### src/rtl/aajc_pkg.sv
`default_nettype none

package aajc_pkg;

   // Phase of the reverse-brake round and of the jog pulse train
   typedef enum logic [1:0] {
      PHASE_IDLE   = 2'd0,
      PHASE_ACTIVE = 2'd1,
      PHASE_REST   = 2'd2
   } phase_type;

   typedef enum logic [1:0] {
      STATUS_MOVING  = 2'd0,
      STATUS_ARRIVED = 2'd1,
      STATUS_FAULT   = 2'd2
   } move_status_type;

   // Register index, byte address = 4 * index
   typedef enum logic [2:0] {
      REG_COARSE_BAND       = 3'd0,
      REG_FINE_BAND         = 3'd1,
      REG_GLITCH_LIMIT      = 3'd2,
      REG_JOG_ON_TICKS      = 3'd3,
      REG_JOG_OFF_TICKS     = 3'd4,
      REG_BRAKE_DRIVE_TICKS = 3'd5,
      REG_BRAKE_PAUSE_TICKS = 3'd6,
      REG_BRAKE_ROUNDS      = 3'd7
   } reg_index_type;

   localparam int unsigned CsrAddrWidth = 5;
   localparam int unsigned CsrDataWidth = 32;

   localparam logic [14:0] COARSE_BAND_RESET       = 15'd2000;
   localparam logic [14:0] FINE_BAND_RESET         = 15'd200;
   localparam logic [3:0]  GLITCH_LIMIT_RESET      = 4'd10;
   localparam logic [7:0]  JOG_ON_TICKS_RESET      = 8'd10;
   localparam logic [7:0]  JOG_OFF_TICKS_RESET     = 8'd10;
   localparam logic [7:0]  BRAKE_DRIVE_TICKS_RESET = 8'd10;
   localparam logic [7:0]  BRAKE_PAUSE_TICKS_RESET = 8'd2;
   localparam logic [1:0]  BRAKE_ROUNDS_RESET      = 2'd2;

   typedef struct packed {
      logic [14:0] coarse_band;
      logic [14:0] fine_band;
      logic [3:0]  glitch_limit;
      logic [7:0]  jog_on_ticks;
      logic [7:0]  jog_off_ticks;
      logic [7:0]  brake_drive_ticks;
      logic [7:0]  brake_pause_ticks;
      logic [1:0]  brake_rounds;
   } cfg_type;

   typedef struct packed {
      logic signed [15:0] measured_distance;
      logic [14:0]        target_position;
      logic               timer_tick;
   } sample_type;

   typedef struct packed {
      logic            north_drive;
      logic            south_drive;
      move_status_type move_status;
   } result_type;

   // Per-beat events raised by the control step
   typedef struct packed {
      logic fault;
      logic arrive;
   } step_event_type;

endpackage

`default_nettype wire

### src/rtl/aajc_req_if.sv
`default_nettype none

interface aajc_req_if;
   logic               valid;
   logic               ready;
   logic signed [15:0] measured_distance;
   logic [14:0]        target_position;
   logic               timer_tick;

   modport source (
      output valid, measured_distance, target_position, timer_tick,
      input  ready
   );

   modport sink (
      input  valid, measured_distance, target_position, timer_tick,
      output ready
   );
endinterface

`default_nettype wire

### src/rtl/aajc_rsp_if.sv
`default_nettype none

interface aajc_rsp_if;
   logic       valid;
   logic       ready;
   logic       north_drive;
   logic       south_drive;
   logic [1:0] move_status;

   modport source (
      output valid, north_drive, south_drive, move_status,
      input  ready
   );

   modport sink (
      input  valid, north_drive, south_drive, move_status,
      output ready
   );
endinterface

`default_nettype wire

### src/rtl/aajc_csr.sv
`default_nettype none

module aajc_csr (
   input  wire logic                               clock,
   input  wire logic                               reset,
   input  wire logic                               psel,
   input  wire logic                               penable,
   input  wire logic                               pwrite,
   input  wire logic [aajc_pkg::CsrAddrWidth-1:0]  paddr,
   input  wire logic [aajc_pkg::CsrDataWidth-1:0]  pwdata,
   output logic      [aajc_pkg::CsrDataWidth-1:0]  prdata,
   output logic                                    pready,
   output aajc_pkg::cfg_type                       cfg
);
   import aajc_pkg::*;

   cfg_type       cfg_ff;
   cfg_type       cfg_in;
   reg_index_type reg_index;
   logic          write_en;

   assign pready    = 1'b1;
   assign write_en  = psel && penable && pwrite;
   assign reg_index = reg_index_type'(paddr[CsrAddrWidth-1:2]);

   always_comb begin
      cfg_in = cfg_ff;
      if (write_en) begin
         unique case (reg_index)
            REG_COARSE_BAND:       cfg_in.coarse_band       = pwdata[14:0];
            REG_FINE_BAND:         cfg_in.fine_band         = pwdata[14:0];
            REG_GLITCH_LIMIT:      cfg_in.glitch_limit      = pwdata[3:0];
            REG_JOG_ON_TICKS:      cfg_in.jog_on_ticks      = pwdata[7:0];
            REG_JOG_OFF_TICKS:     cfg_in.jog_off_ticks     = pwdata[7:0];
            REG_BRAKE_DRIVE_TICKS: cfg_in.brake_drive_ticks = pwdata[7:0];
            REG_BRAKE_PAUSE_TICKS: cfg_in.brake_pause_ticks = pwdata[7:0];
            REG_BRAKE_ROUNDS:      cfg_in.brake_rounds      = pwdata[1:0];
            default:               cfg_in = cfg_ff;
         endcase
      end
   end

   always_ff @(posedge clock) begin
      if (reset) begin
         cfg_ff.coarse_band       <= COARSE_BAND_RESET;
         cfg_ff.fine_band         <= FINE_BAND_RESET;
         cfg_ff.glitch_limit      <= GLITCH_LIMIT_RESET;
         cfg_ff.jog_on_ticks      <= JOG_ON_TICKS_RESET;
         cfg_ff.jog_off_ticks     <= JOG_OFF_TICKS_RESET;
         cfg_ff.brake_drive_ticks <= BRAKE_DRIVE_TICKS_RESET;
         cfg_ff.brake_pause_ticks <= BRAKE_PAUSE_TICKS_RESET;
         cfg_ff.brake_rounds      <= BRAKE_ROUNDS_RESET;
      end else begin
         cfg_ff <= cfg_in;
      end
   end

   always_comb begin
      unique case (reg_index)
         REG_COARSE_BAND:       prdata = {17'd0, cfg_ff.coarse_band};
         REG_FINE_BAND:         prdata = {17'd0, cfg_ff.fine_band};
         REG_GLITCH_LIMIT:      prdata = {28'd0, cfg_ff.glitch_limit};
         REG_JOG_ON_TICKS:      prdata = {24'd0, cfg_ff.jog_on_ticks};
         REG_JOG_OFF_TICKS:     prdata = {24'd0, cfg_ff.jog_off_ticks};
         REG_BRAKE_DRIVE_TICKS: prdata = {24'd0, cfg_ff.brake_drive_ticks};
         REG_BRAKE_PAUSE_TICKS: prdata = {24'd0, cfg_ff.brake_pause_ticks};
         REG_BRAKE_ROUNDS:      prdata = {30'd0, cfg_ff.brake_rounds};
         default:               prdata = '0;
      endcase
   end

   assign cfg = cfg_ff;

endmodule

`default_nettype wire

### src/rtl/aajc_ctrl.sv
`default_nettype none

module aajc_ctrl (
   input  wire logic                    clock,
   input  wire logic                    reset,
   input  wire aajc_pkg::cfg_type       cfg,
   input  wire aajc_pkg::sample_type    sample,
   input  wire logic                    advance,
   output aajc_pkg::result_type         result,
   output aajc_pkg::step_event_type     step_event
);
   import aajc_pkg::*;

   logic [3:0]      glitch_ff, glitch_in;
   logic [14:0]     last_good_ff, last_good_in;
   phase_type       brake_phase_ff, brake_phase_in;
   logic [7:0]      brake_timer_ff, brake_timer_in;
   logic [1:0]      rounds_done_ff, rounds_done_in;
   phase_type       jog_phase_ff, jog_phase_in;
   logic [7:0]      jog_timer_ff, jog_timer_in;
   logic            north_ff, north_in;
   logic            south_ff, south_in;
   move_status_type status_ff, status_in;

   logic        dist_neg;
   logic [14:0] dist_used;
   logic [16:0] err;
   logic [16:0] err_abs;
   logic [15:0] mag;
   logic        toward_north;
   logic        fault;
   logic        arrive;

   always_comb begin
      glitch_in      = glitch_ff;
      last_good_in   = last_good_ff;
      brake_phase_in = brake_phase_ff;
      brake_timer_in = brake_timer_ff;
      rounds_done_in = rounds_done_ff;
      jog_phase_in   = jog_phase_ff;
      jog_timer_in   = jog_timer_ff;
      north_in       = north_ff;
      south_in       = south_ff;
      status_in      = status_ff;
      fault          = 1'b0;
      arrive         = 1'b0;

      // advance timers before the control decision, saturate at full scale
      if (sample.timer_tick) begin
         if (brake_timer_ff != 8'hFF) brake_timer_in = brake_timer_ff + 8'd1;
         if (jog_timer_ff != 8'hFF)   jog_timer_in   = jog_timer_ff + 8'd1;
      end

      dist_neg  = sample.measured_distance[15];
      dist_used = sample.measured_distance[14:0];
      if (dist_neg) begin
         if (glitch_ff < cfg.glitch_limit) begin
            glitch_in = glitch_ff + 4'd1;
            dist_used = last_good_ff;
         end else begin
            north_in  = 1'b0;
            south_in  = 1'b0;
            glitch_in = 4'd0;
            status_in = STATUS_FAULT;
            fault     = 1'b1;
         end
      end else begin
         glitch_in    = 4'd0;
         last_good_in = sample.measured_distance[14:0];
      end

      err          = {2'b00, dist_used} - {2'b00, sample.target_position};
      err_abs      = err[16] ? (17'd0 - err) : err;
      mag          = err_abs[15:0];
      toward_north = !err[16];

      if (!fault) begin
         if (mag > {1'b0, cfg.coarse_band}) begin
            // far out: drive toward the target, leave the other relay alone
            if (toward_north) north_in = 1'b1;
            else              south_in = 1'b1;
         end else if (mag < {1'b0, cfg.coarse_band}) begin
            if (mag > {1'b0, cfg.fine_band}) begin
               if (rounds_done_ff < cfg.brake_rounds) begin
                  unique case (brake_phase_ff)
                     PHASE_ACTIVE: begin
                        if (brake_timer_in <= cfg.brake_drive_ticks) begin
                           if (toward_north) south_in = 1'b1;
                           else              north_in = 1'b1;
                        end else begin
                           brake_phase_in = PHASE_REST;
                           brake_timer_in = 8'd0;
                        end
                     end
                     PHASE_REST: begin
                        if (brake_timer_in <= cfg.brake_pause_ticks) begin
                           if (toward_north) south_in = 1'b0;
                           else              north_in = 1'b0;
                        end else begin
                           brake_phase_in = PHASE_ACTIVE;
                           brake_timer_in = 8'd0;
                           if (rounds_done_ff != 2'd3) rounds_done_in = rounds_done_ff + 2'd1;
                        end
                     end
                     default: begin
                        if (toward_north) north_in = 1'b0;
                        else              south_in = 1'b0;
                        brake_phase_in = PHASE_ACTIVE;
                     end
                  endcase
               end else begin
                  unique case (jog_phase_ff)
                     PHASE_ACTIVE: begin
                        if (jog_timer_in < cfg.jog_on_ticks) begin
                           if (toward_north) north_in = 1'b1;
                           else              south_in = 1'b1;
                        end else begin
                           jog_phase_in = PHASE_REST;
                           jog_timer_in = 8'd0;
                        end
                     end
                     PHASE_REST: begin
                        if (jog_timer_in < cfg.jog_off_ticks) begin
                           if (toward_north) north_in = 1'b0;
                           else              south_in = 1'b0;
                        end else begin
                           jog_phase_in = PHASE_ACTIVE;
                           jog_timer_in = 8'd0;
                        end
                     end
                     default: begin
                        brake_phase_in = PHASE_IDLE;
                        brake_timer_in = 8'd0;
                        jog_phase_in   = PHASE_ACTIVE;
                     end
                  endcase
               end
            end else begin
               // inside the fine band: stop and report arrival
               if (toward_north) north_in = 1'b0;
               else              south_in = 1'b0;
               rounds_done_in = 2'd0;
               jog_phase_in   = PHASE_IDLE;
               jog_timer_in   = 8'd0;
               status_in      = STATUS_ARRIVED;
               arrive         = 1'b1;
            end
         end
      end
   end

   always_ff @(posedge clock) begin
      if (reset) begin
         glitch_ff      <= 4'd0;
         last_good_ff   <= 15'd0;
         brake_phase_ff <= PHASE_IDLE;
         brake_timer_ff <= 8'd0;
         rounds_done_ff <= 2'd0;
         jog_phase_ff   <= PHASE_IDLE;
         jog_timer_ff   <= 8'd0;
         north_ff       <= 1'b0;
         south_ff       <= 1'b0;
         status_ff      <= STATUS_MOVING;
      end else if (advance) begin
         glitch_ff      <= glitch_in;
         last_good_ff   <= last_good_in;
         brake_phase_ff <= brake_phase_in;
         brake_timer_ff <= brake_timer_in;
         rounds_done_ff <= rounds_done_in;
         jog_phase_ff   <= jog_phase_in;
         jog_timer_ff   <= jog_timer_in;
         north_ff       <= north_in;
         south_ff       <= south_in;
         status_ff      <= status_in;
      end
   end

   assign result.north_drive = north_in;
   assign result.south_drive = south_in;
   assign result.move_status = status_in;
   assign step_event.fault   = fault;
   assign step_event.arrive  = arrive;

endmodule

`default_nettype wire

### src/rtl/axis_approach_jog_controller.sv
`default_nettype none

// Approach and jog controller for one crane axis (north/south relays).
// Each request beat carries a laser distance, a target position and a timer
// tick; each one yields exactly one response beat with both relay commands
// and the move status (moving, arrived, sensor fault; the status is sticky).
// Negative distances count as glitches and are bridged with the last good
// reading up to glitch_limit in a row, after which both relays drop and a
// fault is reported. Far from the target the axis drives continuously;
// inside the coarse band it runs brake_rounds reverse-brake rounds, then
// pulse-jogs until the error falls within the fine band. Timing registers
// count ticks, not clocks. Throughput is one beat per clock while the
// response side is not stalling: the request is held in an input register,
// and one pass of compare logic updates the axis state and loads the
// response register once that register is free or being drained. A
// stalled response holds in its register while one more request still lands
// in the input register. The register
// port is APB style (byte address 4*index, pready tied high); write it only
// while no beat is in flight.
module axis_approach_jog_controller (
   input  wire logic                               clock,
   input  wire logic                               reset,
   aajc_req_if.sink                                req_chan,
   aajc_rsp_if.source                              rsp_chan,
   input  wire logic                               psel,
   input  wire logic                               penable,
   input  wire logic                               pwrite,
   input  wire logic [aajc_pkg::CsrAddrWidth-1:0]  paddr,
   input  wire logic [aajc_pkg::CsrDataWidth-1:0]  pwdata,
   output logic      [aajc_pkg::CsrDataWidth-1:0]  prdata,
   output logic                                    pready
);
   import aajc_pkg::*;

   cfg_type        cfg;
   sample_type     sample_ff, sample_in;
   logic           in_valid_ff, in_valid_in;
   result_type     result_ff, result_in;
   logic           out_valid_ff, out_valid_in;
   step_event_type step_event;
   logic           req_fire;
   logic           advance;

   aajc_csr u_csr (
      .clock   (clock),
      .reset   (reset),
      .psel    (psel),
      .penable (penable),
      .pwrite  (pwrite),
      .paddr   (paddr),
      .pwdata  (pwdata),
      .prdata  (prdata),
      .pready  (pready),
      .cfg     (cfg)
   );

   // Move the held beat through the control step when the response
   // register is free or being drained this cycle.
   assign advance        = in_valid_ff && (!out_valid_ff || rsp_chan.ready);
   assign req_chan.ready = !in_valid_ff || advance;
   assign req_fire       = req_chan.valid && req_chan.ready;

   always_comb begin
      sample_in = sample_ff;
      if (req_fire) begin
         sample_in.measured_distance = req_chan.measured_distance;
         sample_in.target_position   = req_chan.target_position;
         sample_in.timer_tick        = req_chan.timer_tick;
      end
   end

   always_comb begin
      priority if (req_fire) in_valid_in = 1'b1;
      else if (advance)      in_valid_in = 1'b0;
      else                   in_valid_in = in_valid_ff;
   end

   aajc_ctrl u_ctrl (
      .clock      (clock),
      .reset      (reset),
      .cfg        (cfg),
      .sample     (sample_ff),
      .advance    (advance),
      .result     (result_in),
      .step_event (step_event)
   );

   always_comb begin
      priority if (advance)    out_valid_in = 1'b1;
      else if (rsp_chan.ready) out_valid_in = 1'b0;
      else                     out_valid_in = out_valid_ff;
   end

   always_ff @(posedge clock) begin
      if (reset) begin
         in_valid_ff  <= 1'b0;
         out_valid_ff <= 1'b0;
      end else begin
         in_valid_ff  <= in_valid_in;
         out_valid_ff <= out_valid_in;
      end
   end

   // Payload registers: load on a new beat, hold otherwise
   always_ff @(posedge clock) begin
      sample_ff <= sample_in;
      if (advance) begin
         result_ff <= result_in;
      end
   end

   assign rsp_chan.valid       = out_valid_ff;
   assign rsp_chan.north_drive = result_ff.north_drive;
   assign rsp_chan.south_drive = result_ff.south_drive;
   assign rsp_chan.move_status = result_ff.move_status;

   // A sensor fault must leave both relays off in the response it produces.
   assert property (@(posedge clock) disable iff (reset)
      advance && step_event.fault |=>
         !result_ff.north_drive && !result_ff.south_drive &&
         (result_ff.move_status == STATUS_FAULT))
      else $error("fault beat did not drop both relays");

   // Arrival loads the arrived status into the response register.
   assert property (@(posedge clock) disable iff (reset)
      advance && step_event.arrive |=> (result_ff.move_status == STATUS_ARRIVED))
      else $error("arrival beat did not report arrived");

   // The request side only stalls when both stages are full and blocked.
   assert property (@(posedge clock) disable iff (reset)
      !req_chan.ready |-> in_valid_ff && out_valid_ff && !rsp_chan.ready)
      else $error("request stalled with room in the pipeline");

   // A response appears only from a beat held in the input register.
   assert property (@(posedge clock) disable iff (reset)
      $rose(out_valid_ff) |-> $past(in_valid_ff))
      else $error("response raised without a held request");

endmodule

`default_nettype wire
### src/flat_wrapper.sv
// flat-port wrapper written by rule: the top's interface ports become plain ports
module axis_approach_jog_controller_flat import aajc_pkg::*;
  (clock, reset, psel, penable, pwrite, paddr, pwdata, prdata, pready, req_chan_valid, req_chan_measured_distance, req_chan_target_position, req_chan_timer_tick, req_chan_ready, rsp_chan_valid, rsp_chan_north_drive, rsp_chan_south_drive, rsp_chan_move_status, rsp_chan_ready);
  aajc_req_if req_chan_i ();
  aajc_rsp_if rsp_chan_i ();
  input  wire logic clock;
  input  wire logic reset;
  input  wire logic psel;
  input  wire logic penable;
  input  wire logic pwrite;
  input  wire logic [aajc_pkg::CsrAddrWidth-1:0] paddr;
  input  wire logic [aajc_pkg::CsrDataWidth-1:0] pwdata;
  output logic      [aajc_pkg::CsrDataWidth-1:0] prdata;
  output logic pready;
  input wire logic [$bits(req_chan_i.valid)-1:0] req_chan_valid;
  input wire logic [$bits(req_chan_i.measured_distance)-1:0] req_chan_measured_distance;
  input wire logic [$bits(req_chan_i.target_position)-1:0] req_chan_target_position;
  input wire logic [$bits(req_chan_i.timer_tick)-1:0] req_chan_timer_tick;
  output wire logic [$bits(req_chan_i.ready)-1:0] req_chan_ready;
  output wire logic [$bits(rsp_chan_i.valid)-1:0] rsp_chan_valid;
  output wire logic [$bits(rsp_chan_i.north_drive)-1:0] rsp_chan_north_drive;
  output wire logic [$bits(rsp_chan_i.south_drive)-1:0] rsp_chan_south_drive;
  output wire logic [$bits(rsp_chan_i.move_status)-1:0] rsp_chan_move_status;
  input wire logic [$bits(rsp_chan_i.ready)-1:0] rsp_chan_ready;
  assign req_chan_i.valid = req_chan_valid;
  assign req_chan_i.measured_distance = req_chan_measured_distance;
  assign req_chan_i.target_position = req_chan_target_position;
  assign req_chan_i.timer_tick = req_chan_timer_tick;
  assign req_chan_ready = req_chan_i.ready;
  assign rsp_chan_valid = rsp_chan_i.valid;
  assign rsp_chan_north_drive = rsp_chan_i.north_drive;
  assign rsp_chan_south_drive = rsp_chan_i.south_drive;
  assign rsp_chan_move_status = rsp_chan_i.move_status;
  assign rsp_chan_i.ready = rsp_chan_ready;
  axis_approach_jog_controller u_core (.clock(clock), .reset(reset), .req_chan(req_chan_i), .rsp_chan(rsp_chan_i), .psel(psel), .penable(penable), .pwrite(pwrite), .paddr(paddr), .pwdata(pwdata), .prdata(prdata), .pready(pready));
endmodule
### config.mk
export PLATFORM = sky130hd
export DESIGN_NAME = axis_approach_jog_controller_flat
export DESIGN_NICKNAME = d
export VERILOG_FILES = /design/src/rtl/aajc_pkg.sv /design/src/rtl/aajc_req_if.sv /design/src/rtl/aajc_rsp_if.sv /design/src/rtl/aajc_csr.sv /design/src/rtl/aajc_ctrl.sv /design/src/rtl/axis_approach_jog_controller.sv /design/src/flat_wrapper.sv
export SDC_FILE = /design/constraint.sdc
export NUM_CORES = 1
export LEC_CHECK = 0
export BUFFER_PORTS_ARGS = -buffer_cell sky130_fd_sc_hd__buf_2
export CAP_MARGIN = 20
export CORE_MARGIN = 2
export CORE_UTILIZATION = 48
export CTS_BUF_LIST = sky130_fd_sc_hd__clkbuf_2 sky130_fd_sc_hd__clkbuf_4 sky130_fd_sc_hd__clkbuf_8
export DETAILED_ROUTE_END_ITERATION = 10
export PLACE_DENSITY_LB_ADDON = 0.12
export REMOVE_ABC_BUFFERS = 1
export SLEW_MARGIN = 20
export SYNTH_ARGS = -nofsm -noshare
export SYNTH_HDL_FRONTEND = slang
export SYNTH_SLANG_ARGS = --single-unit
### constraint.sdc
create_clock -name clock -period 6.08 [get_ports clock]
set_input_delay 1.216 -clock clock [delete_from_list [all_inputs] [get_ports clock]]
set_output_delay 1.216 -clock clock [all_outputs]
set_load 0.005 [all_outputs]
==> summary.txt <==
Worst setup path
  • Crit Path Category: flop to flop
  • Crit path capture type: flop
  • Critical Path Source Type: flop
  • Worst EP required: 6.32 ns
  • R2r startpoint: u_core.u_csr.cfg[35]
  • Crit path max fanout: 7
  • WP data arrival: 6.22 ns
  • CP startpoint: u_core.u_csr.cfg[35]

Route
  • # DRC: 0
  • Vias per inst: 5.463
  • Detailed Route WL: 25720 um
  • Vias: 8725
  • Final ANT Viol Nets: 0
  • Initial DRC count: 487
  • 1st-pass router iterations: 5
  • DR WL/cell: 16.10 um

Final layout
  • Final net count: 1480
  • Area used by multi-input combinational logic: 0.006156 mm^2
  • Share of cells above drive strength 1: 0.2359
  • Register area: 0.003388 mm^2
  • Core Util, Final: 0.5882
  • Filler cell count: 1818
  • Antenna Cells: 0
  • Area growth syn-to-layout: 20.27%

Clocking
  • H-tree depth: 4
  • Worst skew pair latency: 0.48 ns
  • CTS sink count: 151
  • CTS tree: done
  • Clock transition at path regs: 0.09 ns
  • Clock Path Buffers: 2
  • Root Buffer: clkbuf_8
  • TritonCTS Buffers: 17

GRT
  • Largest net degree at the start of global routing: 72
  • Initial antenna violation count: 0
  • Grt ovf: 0
  • First-pass GRT wire length: 40690 um
  • Vias in the first global route: 8146
  • GRT Total Usage: 0.2358

Timing
  • Tmin final: 5.980 ns
  • Worst setup margin: 0.09988 ns
  • Final setup fails: 0
  • Clk_skew: 0.01454 ns
  • Slew Limit Fails: 0
  • Period utilization: 0.9836
  • Worst Tran Pin Value: 1.103 ns
  • Peak Freq: 0.1672 GHz
  • Rel. slew slack: 0.2621
  • Fin. Hold Viols: 0
  • RSZ-0062 raised after global routing: yes

Place
  • Dpl ws: -0.2494 ns
  • DPL Wire Length: 19220 um
  • # port buffers: 77
  • Routability Congestion: 0.8818

Outcome
  • Status: complete, no violations

Logic synthesis
  • Syn. warnings: 0
  • Post-synth cell types: 88
  • Synth Instances: 1154
  • Avg Cell Area, Syn: 8.548 um^2
  • Number of synthesized flops with an enable pin: 36
  • Sequential area share after synthesis: 0.3430
  • Main flop type after synthesis: dfxtp_1
  • Cell area after synthesis: 0.009864 mm^2
  • Ys async rst share: 0
  • Yosys reg bits: 151

Hold path
  • Hold Startpoint: u_core.u_ctrl.last_good_ff[6]
  • HP Class: flop to flop

Flow run
  • Max cap viols: 0

Die
  • Site Rows: 52
  • Starting Density: 0.4891
  • Die H: 147.4 um
  • Die W: 147.4 um
  • Io pins: 115
  • Core ar.: 0.02017 mm^2
  • DIE AREA: 0.02171 mm^2

Pwr
  • Worst VDD drop: 0.0001487 V
  • Overall power: 2.778 mW
  • Leak pwr: 4.946 nW
  • Pwr dens: 234.1 mW/mm^2
[what timing repair did]
item                       in CTS  in global routing
pin swaps                       5                 23
gates resized for setup        10                 59
setup buffers                   2                  4
setup endpoints to repair      28                 30
hold buffers                    0                  0
[routing by layer]
metal	track usage	up-vias	share of wire
met2	0.4002	208	0.48
li1	-	4388	-
met5	0	-	0
met3	0.03385	33	0.045
met1	0.3163	4096	0.46
met4	0.06154	0	0.014
[kinds of logic (layout without fill, tap and decap cells)]
group	count (synthesis)	after routing	synth area share
simple gates	391	391	0.1878
other cells	2	18	0.0007613
buf+inv	160	317	0.07192
mux	66	66	0.07813
flops	151	151	0.3430
compound gates	267	267	0.1795
xor+xnor	27	27	0.02397
fa+ha+maj	90	90	0.1149
[registers in the layout (all words and copies together), names as in the netlist, 2 cells and up]
signal	count
u_core.u_ctrl.jog_timer_ff	8
u_core.u_ctrl.brake_phase_ff	2
u_core.u_csr.cfg	68
u_core.u_ctrl.rounds_done_ff	2
u_core.u_ctrl.jog_phase_ff	2
u_core.rsp_chan.move_status	2
u_core.u_ctrl.last_good_ff	15
u_core.sample_ff	32
u_core.u_ctrl.brake_timer_ff	8
u_core.u_ctrl.status_ff	2
u_core.u_ctrl.glitch_ff	4
[placed cells by master, fill, tap and decap left out, types with 4 or more instances in the layout]
cell type and n:
a211oi_1 5, a31oi_1 8, nor3_1 12, mux4_2 7, inv_1 95, nand3_1 38
nand4_1 16, nand2b_1 9, o211ai_1 29, buf_4 109, nor2_1 96, a21oi_1 92
xor2_1 6, o31ai_1 5, a22oi_1 4, o21ai_1 10, or2_2 4, nand2_1 150
nor2b_1 8, a21o_1 13, and4_1 7, edfxtp_1 36, ha_4 8, xnor2_1 19
buf_2 77, ha_1 79, clkbuf_8 17, and3_1 11, o21a_1 14, a22o_1 9
mux2i_1 40, conb_1 18, o21ai_0 24, dfxtp_1 113, o21ai_2 5, mux2_2 18
[worst paths after layout]
path / depth (start not counted) / end / slack [ns]
worst min-delay path: 2 / u_core.u_ctrl.last_good_ff[6] / 0.46
worst min register to register: 2 / u_core.u_ctrl.last_good_ff[6] / 0.46
worst max-delay path: 27 / u_core.rsp_chan.north_drive / 0.1
worst max register to register: 27 / u_core.rsp_chan.north_drive / 0.1
[report_power, final]
group | internal, mW | switching (mW) | leakage, nW | total, mW
Sequential | 1.06 | 0.0212 | 1.28 | 1.08
Combinational | 0.417 | 0.477 | 3.48 | 0.894
Clock | 0.372 | 0.427 | 0.190 | 0.800
Total | 1.85 | 0.925 | 4.95 | 2.78
[layout make-up]
class	instances	area share
Sequential cell	151	0.2856
Inverter	97	0.03069
Tap cell	270	0.02847
Clock inverter	14	0.01266
Multi-Input combinational cell	859	0.5189
Clock buffer	18	0.02035
Timing Repair Buffer	188	0.1034
[synthesized netlist by cell type (29+ instances only)]
library cell	number	area, um^2
a21oi_1	97	485.5
clkbuf_1	35	131.4
dfxtp_1	115	2302
edfxtp_1	36	1081
ha_1	89	1114
inv_1	96	360.4
mux2i_1	41	410.4
nand2_1	152	570.6
nand3_1	38	190.2
nor2_1	99	371.6
o211ai_1	29	217.7
o21ai_0	32	160.2
[stage by stage]
step | hold WS [ns] | cells | TNS [ns] | area (um^2)
floorplan | 0.4278 | 1107 | -1.019 | 9579
global placement | 0.4406 | 1560 | -1.947 | 11100
detailed placement | 0.4468 | 1560 | -4.480 | 11100
CTS | 0.4599 | 1594 | 0 | 11540
global route | 0.4797 | 1597 | -2.179 | 11860
finish | 0.4576 | 1597 | 0 | 11860
[critical path, stage by stage (launching register included)]
cell	delay [ns]
dfxtp_2	0.34
inv_2	0.05
ha_4	0.22
a211o_1	0.32
a21oi_4	0.21
nand2_4	0.11
mux2i_4	0.23
ha_4	0.18
fa_2	0.39
nand2b_4	0.16
a21o_1	0.18
a311oi_4	0.32
nand4b_4	0.18
a2111oi_4	0.36
nor3b_4	0.27
a21oi_2	0.11
xor2_4	0.20
ha_4	0.29
nand4_1	0.10
or4_1	0.51
o21ai_1	0.09
a31oi_1	0.05
buf_4	0.19
and2_4	0.18
buf_4	0.13
o311ai_1	0.05
and4_1	0.25
nor2_1	0.06
Note: power is estimated with default switching activity, not from simulation.
